$ cat src/u8bmp_pkg.sv
package u8bmp_pkg;

    localparam int unsigned ByteW = 8;
    localparam int unsigned CodeW = 16;
    localparam int unsigned StatW = 2;

    // byte class bounds
    localparam logic [ByteW-1:0] ASCII_MAX  = 8'h7f;
    localparam logic [ByteW-1:0] LEAD2_MIN  = 8'hc0;
    localparam logic [ByteW-1:0] LEAD3_MIN  = 8'he0;
    localparam logic [ByteW-1:0] LEAD2_MASK = 8'h1f;
    localparam logic [ByteW-1:0] LEAD3_MASK = 8'h0f;
    localparam logic [ByteW-1:0] CONT_MASK  = 8'h3f;

    localparam logic [CodeW-1:0] REPLACE_CP = 16'h003f;

    typedef enum logic [StatW-1:0] {
        ST_OK       = 2'd0,
        ST_BAD_LEAD = 2'd1,
        ST_TRUNC    = 2'd2
    } t_status;

    // continuation bytes still owed
    typedef enum logic [1:0] {
        PEND_NONE = 2'd0,
        PEND_ONE  = 2'd1,
        PEND_TWO  = 2'd2
    } t_pending;

    typedef struct packed {
        logic [CodeW-1:0] code_point;
        t_status          status;
        logic             stream_end;
    } t_result;

    typedef struct packed {
        logic [ByteW-1:0] byte_in;
        logic             end_of_string;
    } t_item;

    // decoder to top: result strobe and state view
    typedef struct packed {
        logic     produced;
        t_pending pending;
    } t_dec_stat;

endpackage

$ cat src/u8bmp_if.sv
interface u8bmp_byte_if;
    logic       valid;
    logic       ready;
    logic [7:0] byte_in;
    logic       end_of_string;

    modport source (output valid, output byte_in, output end_of_string, input ready);
    modport sink   (input valid, input byte_in, input end_of_string, output ready);
endinterface

interface u8bmp_char_if;
    logic        valid;
    logic        ready;
    logic [15:0] code_point;
    logic [1:0]  result_status;
    logic        stream_end;

    modport source (output valid, output code_point, output result_status,
                    output stream_end, input ready);
    modport sink   (input valid, input code_point, input result_status,
                    input stream_end, output ready);
endinterface

$ cat src/u8bmp_in_stage.sv
module u8bmp_in_stage (
    input  logic            i_clk,
    input  logic            i_rst_n,
    u8bmp_byte_if.sink      i_bus,
    input  logic            i_advance,
    output logic            o_valid,
    output u8bmp_pkg::t_item o_item
);
    import u8bmp_pkg::*;

    logic  r_valid;
    t_item r_item;
    logic  n_valid;
    logic  w_take;

    assign i_bus.ready = !r_valid || i_advance;
    assign w_take      = i_bus.valid && i_bus.ready;

    always_comb begin
        n_valid = r_valid;
        if (w_take) begin
            n_valid = 1'b1;
        end else if (i_advance) begin
            n_valid = 1'b0;
        end
    end

    always_ff @(posedge i_clk) begin
        if (!i_rst_n) begin
            r_valid <= 1'b0;
        end else begin
            r_valid <= n_valid;
        end
    end

    always_ff @(posedge i_clk) begin
        if (w_take) begin
            r_item.byte_in       <= i_bus.byte_in;
            r_item.end_of_string <= i_bus.end_of_string;
        end
    end

    assign o_valid = r_valid;
    assign o_item  = r_item;
endmodule

$ cat src/u8bmp_decode.sv
module u8bmp_decode (
    input  logic                  i_clk,
    input  logic                  i_rst_n,
    input  logic                  i_fire,
    input  u8bmp_pkg::t_item      i_item,
    output u8bmp_pkg::t_result    o_result,
    output u8bmp_pkg::t_dec_stat  o_stat
);
    import u8bmp_pkg::*;

    t_pending         r_pending, n_pending;
    logic [CodeW-1:0] r_partial, n_partial;
    logic             w_produced;
    t_result          w_res;
    logic [ByteW-1:0] w_b;
    logic [5:0]       w_cont;

    assign w_b    = i_item.byte_in;
    assign w_cont = w_b[5:0];

    always_comb begin
        n_pending        = r_pending;
        n_partial        = r_partial;
        w_produced       = 1'b0;
        w_res.code_point = '0;
        w_res.status     = ST_OK;
        w_res.stream_end = i_item.end_of_string;
        case (r_pending)
            PEND_NONE: begin
                if (w_b <= ASCII_MAX) begin
                    w_produced       = 1'b1;
                    w_res.code_point = {8'd0, w_b};
                end else if (w_b >= LEAD3_MIN) begin
                    n_partial = {(w_b[3:0] & LEAD3_MASK[3:0]), 12'd0};
                    n_pending = PEND_TWO;
                end else if (w_b >= LEAD2_MIN) begin
                    n_partial = {5'd0, (w_b[4:0] & LEAD2_MASK[4:0]), 6'd0};
                    n_pending = PEND_ONE;
                end else begin
                    w_produced       = 1'b1;
                    w_res.code_point = REPLACE_CP;
                    w_res.status     = ST_BAD_LEAD;
                end
            end
            PEND_ONE: begin
                w_produced       = 1'b1;
                w_res.code_point = r_partial | {10'd0, (w_cont & CONT_MASK[5:0])};
                n_pending        = PEND_NONE;
                n_partial        = '0;
            end
            default: begin
                // two owed (three cannot arise): middle byte lands at [11:6]
                n_partial = r_partial | {4'd0, (w_cont & CONT_MASK[5:0]), 6'd0};
                n_pending = PEND_ONE;
            end
        endcase

        if (i_item.end_of_string) begin
            if (!w_produced) begin
                w_produced       = 1'b1;
                w_res.code_point = '0;
                w_res.status     = ST_TRUNC;
            end
            n_pending = PEND_NONE;
            n_partial = '0;
        end
    end

    always_ff @(posedge i_clk) begin
        if (!i_rst_n) begin
            r_pending <= PEND_NONE;
            r_partial <= '0;
        end else if (i_fire) begin
            r_pending <= n_pending;
            r_partial <= n_partial;
        end
    end

    assign o_result        = w_res;
    assign o_stat.produced = w_produced;
    assign o_stat.pending  = r_pending;
endmodule

$ cat src/u8bmp_out_stage.sv
module u8bmp_out_stage (
    input  logic               i_clk,
    input  logic               i_rst_n,
    input  logic               i_load,
    input  u8bmp_pkg::t_result i_result,
    output logic               o_free,
    u8bmp_char_if.source       o_bus
);
    import u8bmp_pkg::*;

    logic    r_valid, n_valid;
    t_result r_res;

    assign o_free = !r_valid || o_bus.ready;

    always_comb begin
        n_valid = r_valid;
        if (i_load) begin
            n_valid = 1'b1;
        end else if (o_bus.ready) begin
            n_valid = 1'b0;
        end
    end

    always_ff @(posedge i_clk) begin
        if (!i_rst_n) begin
            r_valid <= 1'b0;
        end else begin
            r_valid <= n_valid;
        end
    end

    always_ff @(posedge i_clk) begin
        if (i_load) begin
            r_res <= i_result;
        end
    end

    assign o_bus.valid         = r_valid;
    assign o_bus.code_point    = r_res.code_point;
    assign o_bus.result_status = r_res.status;
    assign o_bus.stream_end    = r_res.stream_end;
endmodule

$ cat src/utf8_to_bmp_decoder.sv
// Channel   Dir  Payload                                     Beat on
// i_byte    in   byte_in[7:0], end_of_string                 valid & ready
// o_char    out  code_point[15:0], result_status[1:0],       valid & ready
//                stream_end
//
// One byte per cycle sustained. A byte is registered, decoded against the
// sequence state and, if it yields a character, lands in the output
// register. Reset (i_rst_n low, synchronous) empties both stages and
// clears the sequence state. A stall on o_char backs up only when the
// output register is full and the held byte would produce a result;
// bytes that only feed a pending sequence still drain.
module utf8_to_bmp_decoder (
    input  logic          i_clk,
    input  logic          i_rst_n,
    u8bmp_byte_if.sink    i_byte,
    u8bmp_char_if.source  o_char
);
    import u8bmp_pkg::*;

    logic      w_in_valid;
    t_item     w_item;
    t_result   w_res;
    t_dec_stat w_stat;
    logic      w_out_free;
    logic      w_advance;
    logic      w_load;

    // held byte moves on unless it has a character to deliver and the
    // output register is still occupied
    assign w_advance = w_in_valid && (!w_stat.produced || w_out_free);
    assign w_load    = w_advance && w_stat.produced;

    u8bmp_in_stage u_in (
        .i_clk     (i_clk),
        .i_rst_n   (i_rst_n),
        .i_bus     (i_byte),
        .i_advance (w_advance),
        .o_valid   (w_in_valid),
        .o_item    (w_item)
    );

    u8bmp_decode u_dec (
        .i_clk    (i_clk),
        .i_rst_n  (i_rst_n),
        .i_fire   (w_advance),
        .i_item   (w_item),
        .o_result (w_res),
        .o_stat   (w_stat)
    );

    u8bmp_out_stage u_out (
        .i_clk    (i_clk),
        .i_rst_n  (i_rst_n),
        .i_load   (w_load),
        .i_result (w_res),
        .o_free   (w_out_free),
        .o_bus    (o_char)
    );

    // every final byte closes with exactly one result
    a_end_gives_result: assert property (@(posedge i_clk) disable iff (!i_rst_n)
        (w_advance && w_item.end_of_string) |-> w_stat.produced)
        else $error("final byte produced no result");

    // string end leaves the decoder clean
    a_end_clears: assert property (@(posedge i_clk) disable iff (!i_rst_n)
        (w_advance && w_item.end_of_string) |=> (w_stat.pending == PEND_NONE))
        else $error("sequence state survived end of string");

    // truncation result is zero and flagged as the end
    a_trunc_shape: assert property (@(posedge i_clk) disable iff (!i_rst_n)
        (w_load && w_res.status == ST_TRUNC) |->
            (w_res.code_point == '0 && w_res.stream_end))
        else $error("malformed truncation result");

    // three pending continuation bytes never arise
    a_pending_range: assert property (@(posedge i_clk) disable iff (!i_rst_n)
        w_stat.pending != 2'd3)
        else $error("pending count out of range");
endmodule
$ cat src/flat_wrapper.sv
// flat-port wrapper written by rule: the top's interface ports become plain ports
module utf8_to_bmp_decoder_flat import u8bmp_pkg::*;
  (i_clk, i_rst_n, i_byte_valid, i_byte_byte_in, i_byte_end_of_string, i_byte_ready, o_char_valid, o_char_code_point, o_char_result_status, o_char_stream_end, o_char_ready);
  u8bmp_byte_if i_byte_i ();
  u8bmp_char_if o_char_i ();
  input  logic i_clk;
  input  logic i_rst_n;
  input wire logic [$bits(i_byte_i.valid)-1:0] i_byte_valid;
  input wire logic [$bits(i_byte_i.byte_in)-1:0] i_byte_byte_in;
  input wire logic [$bits(i_byte_i.end_of_string)-1:0] i_byte_end_of_string;
  output wire logic [$bits(i_byte_i.ready)-1:0] i_byte_ready;
  output wire logic [$bits(o_char_i.valid)-1:0] o_char_valid;
  output wire logic [$bits(o_char_i.code_point)-1:0] o_char_code_point;
  output wire logic [$bits(o_char_i.result_status)-1:0] o_char_result_status;
  output wire logic [$bits(o_char_i.stream_end)-1:0] o_char_stream_end;
  input wire logic [$bits(o_char_i.ready)-1:0] o_char_ready;
  assign i_byte_i.valid = i_byte_valid;
  assign i_byte_i.byte_in = i_byte_byte_in;
  assign i_byte_i.end_of_string = i_byte_end_of_string;
  assign i_byte_ready = i_byte_i.ready;
  assign o_char_valid = o_char_i.valid;
  assign o_char_code_point = o_char_i.code_point;
  assign o_char_result_status = o_char_i.result_status;
  assign o_char_stream_end = o_char_i.stream_end;
  assign o_char_i.ready = o_char_ready;
  utf8_to_bmp_decoder u_core (.i_clk(i_clk), .i_rst_n(i_rst_n), .i_byte(i_byte_i), .o_char(o_char_i));
endmodule
$ cat config.mk
export PLATFORM = sky130hd
export DESIGN_NAME = utf8_to_bmp_decoder_flat
export DESIGN_NICKNAME = d
export VERILOG_FILES = /design/src/u8bmp_pkg.sv /design/src/u8bmp_if.sv /design/src/u8bmp_in_stage.sv /design/src/u8bmp_decode.sv /design/src/u8bmp_out_stage.sv /design/src/utf8_to_bmp_decoder.sv /design/src/flat_wrapper.sv
export SDC_FILE = /design/constraint.sdc
export NUM_CORES = 1
export LEC_CHECK = 0
export ABC_AREA = 1
export BUFFER_PORTS_ARGS = -buffer_cell sky130_fd_sc_hd__buf_4
export CORE_MARGIN = 2
export CORE_UTILIZATION = 57
export DETAILED_ROUTE_END_ITERATION = 12
export GPL_ROUTABILITY_DRIVEN = 0
export PLACE_DENSITY = 0.83
export SLEW_MARGIN = 10
export SYNTH_ARGS = -nofsm -noshare
export SYNTH_HDL_FRONTEND = slang
export SYNTH_SLANG_ARGS = --single-unit
$ cat constraint.sdc
create_clock -name i_clk -period 3.1 [get_ports i_clk]
set_input_delay 0.155 -clock i_clk [delete_from_list [all_inputs] [get_ports i_clk]]
set_output_delay 0.155 -clock i_clk [all_outputs]
set_load 0.01 [all_outputs]
Word-level counts from Yosys, hierarchy flattened
Cells that the tools add are included.
{"block": "op_classes", "order_cmp": 3, "eq_ne": 3, "muxes": 27, "bitwise_logic": 2, "reduce_logical": 13}
{"op": "$mux 16", "n": 5}
{"op": "$pmux 16 s2", "n": 2}
{"op": "$mux 18", "n": 3}
{"op": "$ge 8x8->1 const B", "n": 2}
{"op": "$or 16x12->16", "n": 1}
{"op": "$or 16x6->16", "n": 1}
{"op": "$mux 2", "n": 6}
{"op": "$le 8x7->1 const B", "n": 1}
{"op": "$mux 1", "n": 8}
{"op": "$mux 8", "n": 1}
{"op": "$ne 4x3->1 const B", "n": 1}
{"op": "$pmux 2 s2", "n": 1}
{"op": "$reduce_bool 2->1", "n": 2}
{"op": "$logic_and 1x1->1", "n": 3}
{"op": "$logic_not 1->1", "n": 3}
{"op": "$logic_or 1x1->1", "n": 3}
{"op": "$ne 3x2->1 const B", "n": 1}
{"op": "$reduce_and 3->1", "n": 1}
{"op": "$eq 2x1->1 const B", "n": 1}
{"op": "$logic_not 2->1", "n": 1}
{"op": "$pmux 1 s2", "n": 1}
{"block": "totals", "register_bits": 48, "inputBits": 13}

Logic depth before layout (Yosys ltp)
{"block": "logic_depth", "word_depth": 12, "depth_mapped": 9}

Cells and area by module
A second synthesis with hierarchy kept.
{"block": "unflattened", "cells_unflattened": 169, "area_unflattened_um2": 1715.4}
{"module": "u8bmp_decode", "instances": 1, "cells_each": 123, "area_per_inst_um2": 752.0, "seq_area_each_um2": 240.2}
{"module": "u8bmp_out_stage", "instances": 1, "cells_each": 25, "area_per_inst_um2": 616.8, "seq_area_each_um2": 590.6}
{"module": "u8bmp_in_stage", "instances": 1, "cells_each": 16, "area_per_inst_um2": 321.6, "seq_area_each_um2": 290.3}
{"module": "utf8_to_bmp_decoder", "instances": 1, "cells_each": 5, "area_per_inst_um2": 25.0, "seq_area_each_um2": 0.0}

Worst setup path before layout
Ideal clock, no wire load.
{"block": "synth_path", "path_type": "reg2reg", "startpoint": "register u_core.u_in.r_item, in the netlist u_core.u_in.o_item[0]", "endpoint": "register u_core.u_out.r_res, in the netlist u_core.u_out.o_bus.code_point[0] (enable)", "setup_ns": 0.375, "t_arrival_ns": 1.214, "required_time_ns": 2.725, "setup_slack_ns": 1.512, "stages_incl_launch_ff": 6, "n_path_buf": 0, "period_less_slack_ns": 1.588, "path_cell_list": "edfxtp_1 > inv_1 > nand3_2 > nand2_4 > nand3_1 > inv_1"}
{"block": "synth_via", "elab_chain_cells": 5}
{"element": "start: declaration", "line": "u8bmp_in_stage.sv:12", "text": "t_item r_item;"}
{"element": "$mux 1 *", "line": "u8bmp_decode.sv:58", "text": "if (i_item.end_of_string) begin"}
{"element": "$logic_not 1->1", "line": "utf8_to_bmp_decoder.sv:30", "text": "assign w_advance = w_in_valid && (!w_stat.produced || w_out_free);"}
{"element": "$logic_or 1x1->1", "line": "utf8_to_bmp_decoder.sv:30"}
{"element": "$logic_and 1x1->1", "line": "utf8_to_bmp_decoder.sv:30"}
{"element": "$logic_and 1x1->1 *", "line": "utf8_to_bmp_decoder.sv:31", "text": "assign w_load = w_advance && w_stat.produced;"}
{"element": "named net u_core.u_out.i_load", "line": "u8bmp_out_stage.sv:4", "text": "input logic i_load,"}
{"element": "end signal: assignment", "line": "u8bmp_out_stage.sv:35", "text": "r_res <= i_result;"}
{"element": "end: declaration", "line": "u8bmp_out_stage.sv:12", "text": "t_result r_res;"}
The timed path passes the listed nets; every way through them passes the cells marked *.
A chain may end at the register's enable or synchronous reset.

Worst setup path in the final report
{"block": "layout_path", "startpoint": "register u_core.u_dec.r_pending[1]", "endpoint": "register u_core.u_out.r_res, in the netlist u_core.u_out.o_bus.stream_end (enable)"}
{"block": "layout_via", "elab_chain_cells": 7, "elab_cells_between_ends": 8}
{"element": "start: declaration", "line": "u8bmp_decode.sv:11", "text": "t_pending r_pending, n_pending;"}
{"element": "start signal: assignment", "line": "u8bmp_decode.sv:74", "text": "r_pending <= n_pending;"}
{"element": "$eq 2x1->1 or $logic_not 2->1 (tied branches)", "line": "u8bmp_decode.sv:28", "text": "case (r_pending)"}
{"element": "$pmux 1 s2 *", "line": "u8bmp_decode.sv:28"}
{"element": "$mux 1 *", "line": "u8bmp_decode.sv:58"}
{"element": "$logic_not 1->1", "line": "utf8_to_bmp_decoder.sv:30"}
{"element": "$logic_or 1x1->1", "line": "utf8_to_bmp_decoder.sv:30"}
{"element": "$logic_and 1x1->1", "line": "utf8_to_bmp_decoder.sv:30"}
{"element": "$logic_and 1x1->1 *", "line": "utf8_to_bmp_decoder.sv:31"}
{"element": "named net u_core.u_out.i_load", "line": "u8bmp_out_stage.sv:4"}
Marked as above.

==> flow_metrics.tcl <==
set metrics [dict create \
    antenna_left 0 \
    cts_tree "done" \
    synthDistinctLibCells 19 \
    slew_viol_final 0 \
    yosysSeqAreaShare 0.688 \
    critPathKind "register to register" \
    hp-class "input pin to register" \
    grt_pass1_vias 1069 \
    grt_pass1_wl_um 4730 \
    finalHoldViolCount 0 \
    grt_max_degree 21 \
    instances_no_fill 231 \
    power.total_mw 0.993 \
    drt_iter0_drc 35 \
    outcome "finished clean" \
    syn_avg_cell_area_um2 10.7 \
    die-area_um2 3300 \
    insertion_delay_ns 0.36 \
    htree_num_levels 2 \
    gr-usage-all-layers 0.196 \
    cts-root-buf "clkbuf_4" \
    final_nets 212 \
    period_needed_ns 1.94 \
    timing.final.crit_share 0.625 \
    dpl_worst_slack_ns 1.18 \
    worst_ep_arrival_time_ns 1.93 \
    clock-sinks 42 \
    cp_data_required_time_ns 3.09 \
    clockBufferDepth 2 \
    place.detailed.hpwl_um 2070 \
    dp_cells 214 \
    leakagePower_nw 0.863 \
    setup_viol 0 \
    syn_area_um2 1630 \
    first_pass_iters 4 \
    peakVddDrop_v 0.000424 \
    vias 1143 \
    die_w_um 57.5 \
    overflow 0 \
    power.density_nw_per_um2 484 \
    synth.net_count 165 \
    n_antenna_cell 0 \
    cp-end-kind "register" \
    yosys-top-cells-area "edfxtp_1, dfxtp_1, nand2_1" \
    drc 0 \
    maxCapViolCount 0 \
    numCtsBuffers 5 \
    timing.final.ws_setup_ns 1.16 \
    finClkSkew_ns 0.0137 \
    dpl_cell_area_um2 1910 \
    antenna_found_initial 0 \
    layout-drive-gt1-share 0.265 \
    holdPathStages 3 \
    wl_per_cell_um 12.5 \
    die_h_um 57.5 \
    core_region_area_um2 2730 \
    hold_buffers 9 \
    setup_tns_ns 0 \
    ioPinCount 34 \
    ctsResizeCount 0 \
    max_slew.worst_pin.slew_ns 0.744 \
    routed_wl_um 2890 \
    yosys.area.top_type "edfxtp_1" \
    finalHoldWorstSlack_ns 0.0974 \
    placementRows 19 \
    worstPathMaxFanout 20 \
    post_cts_buffers 0 \
    ff2ff_path_depth 6 \
    clkSlewWorstSetupHoldPaths_ns 0.11 \
    rsz0062_at_grt "false" \
    synth_cells 152 \
    initial_core_util 0.596 \
    utilization 0.750 \
    synthDominantCellAreaShare 0.516 \
    slew_headroom 0.504 \
    syn_to_final_growth_pct 25.8 \
    start_kind "register" \
    synth-seq-cells 42 \
    clock.fmax_mhz 516 \
    fin_area_um2 2050 \
    io_buffers 33 \
    yosys_warnings 0 \
    routed_via_density 4.95 \
]
[report_power, final]
part	total (mW)	switching, mW	internal [mW]
Combinational	0.102	0.0573	0.0446
Clock	0.255	0.171	0.0843
Sequential	0.635	0.0114	0.624
[cells in the mapped netlist (all sizes together)]
cell / count
clkbuf: 1
o21bai: 1
nand2: 34
a21oi: 6
dfxtp: 14
edfxtp: 28
buf: 1
inv: 24
nor2: 24
nand3: 17
nand4: 2
[worst max-delay path, cell delays in order, from the launching register on]
cell and delay, ns:
dfxtp_1 0.41, inv_2 0.08, nand2_2 0.21, nand3_2 0.15, nand2_4 0.11, nand3_1 0.06, inv_1 0.56
[per-layer routing]
| layer | part of all wire | vias to the layer above | GRT usage |
|---|---|---|---|
| li1 | - | 585 | - |
| met1 | 0.42 | 513 | 0.248 |
| met2 | 0.50 | 37 | 0.308 |
| met5 | 0 | - | 0 |
| met3 | 0.066 | 8 | 0.0680 |
| met4 | 0.018 | 0 | 0.0797 |
[flip-flops by register name, summed over array words and instances, names as in the netlist]
signal,flops
u_core.u_dec.r_partial,10
u_core.u_dec.r_pending,2
u_core.u_in.o_item,9
u_core.u_in.o_valid,1
u_core.u_out.o_bus.code_point,16
u_core.u_out.o_bus.result_status,2
u_core.u_out.o_bus.stream_end,1
u_core.u_out.o_bus.valid,1
[final timing paths]
check | from | endpoint | slack (ns)
worst max-delay path | u_core.u_dec.r_pending[1] | u_core.u_out.o_bus.stream_end | 1.16
worst min-delay path | i_byte_valid | u_core.u_in.o_valid | 0.1
worst max register to register | u_core.u_dec.r_pending[1] | u_core.u_out.o_bus.stream_end | 1.16
worst min register to register | u_core.u_dec.r_partial[10] | u_core.u_dec.r_partial[10] | 0.46
[final cells by class]
type	count	area [um2]
Fill cell	177	683
Clock inverter	3	16.3
Tap cell	31	38.8
Inverter	24	90.1
Sequential cell	42	1120
Timing Repair Buffer	42	338
Multi-Input combinational cell	84	409
Clock buffer	5	37.5
[logic make-up (layout without fill, tap and decap cells)]
kind of cell / after synthesis / in the layout / synth area share
flip-flops: 42 / 42 / 0.688
AO/OA/AOI/OAI: 7 / 7 / 0.0253
buffers and inverters: 26 / 74 / 0.0614
AND/OR/NAND/NOR: 77 / 77 / 0.226
[layout by cell type (no fill, tap or decap)]
master and instances:
nand2_1 31, nand3_4 1, a21oi_2 1, clkinv_1 1
nand4_1 2, buf_4 33, clkbuf_4 5, a21oi_1 5
nor2_1 21, nand3_2 2, dfxtp_1 14, nand3_1 14
edfxtp_1 28, clkinv_2 1, o21bai_1 1, nor2_2 1
clkinvlp_4 1, inv_1 21, nor2_4 2, inv_2 3
nand2_4 1, dlygate4sd3_1 9, nand2_2 2
(Power assumes the default switching activity.)
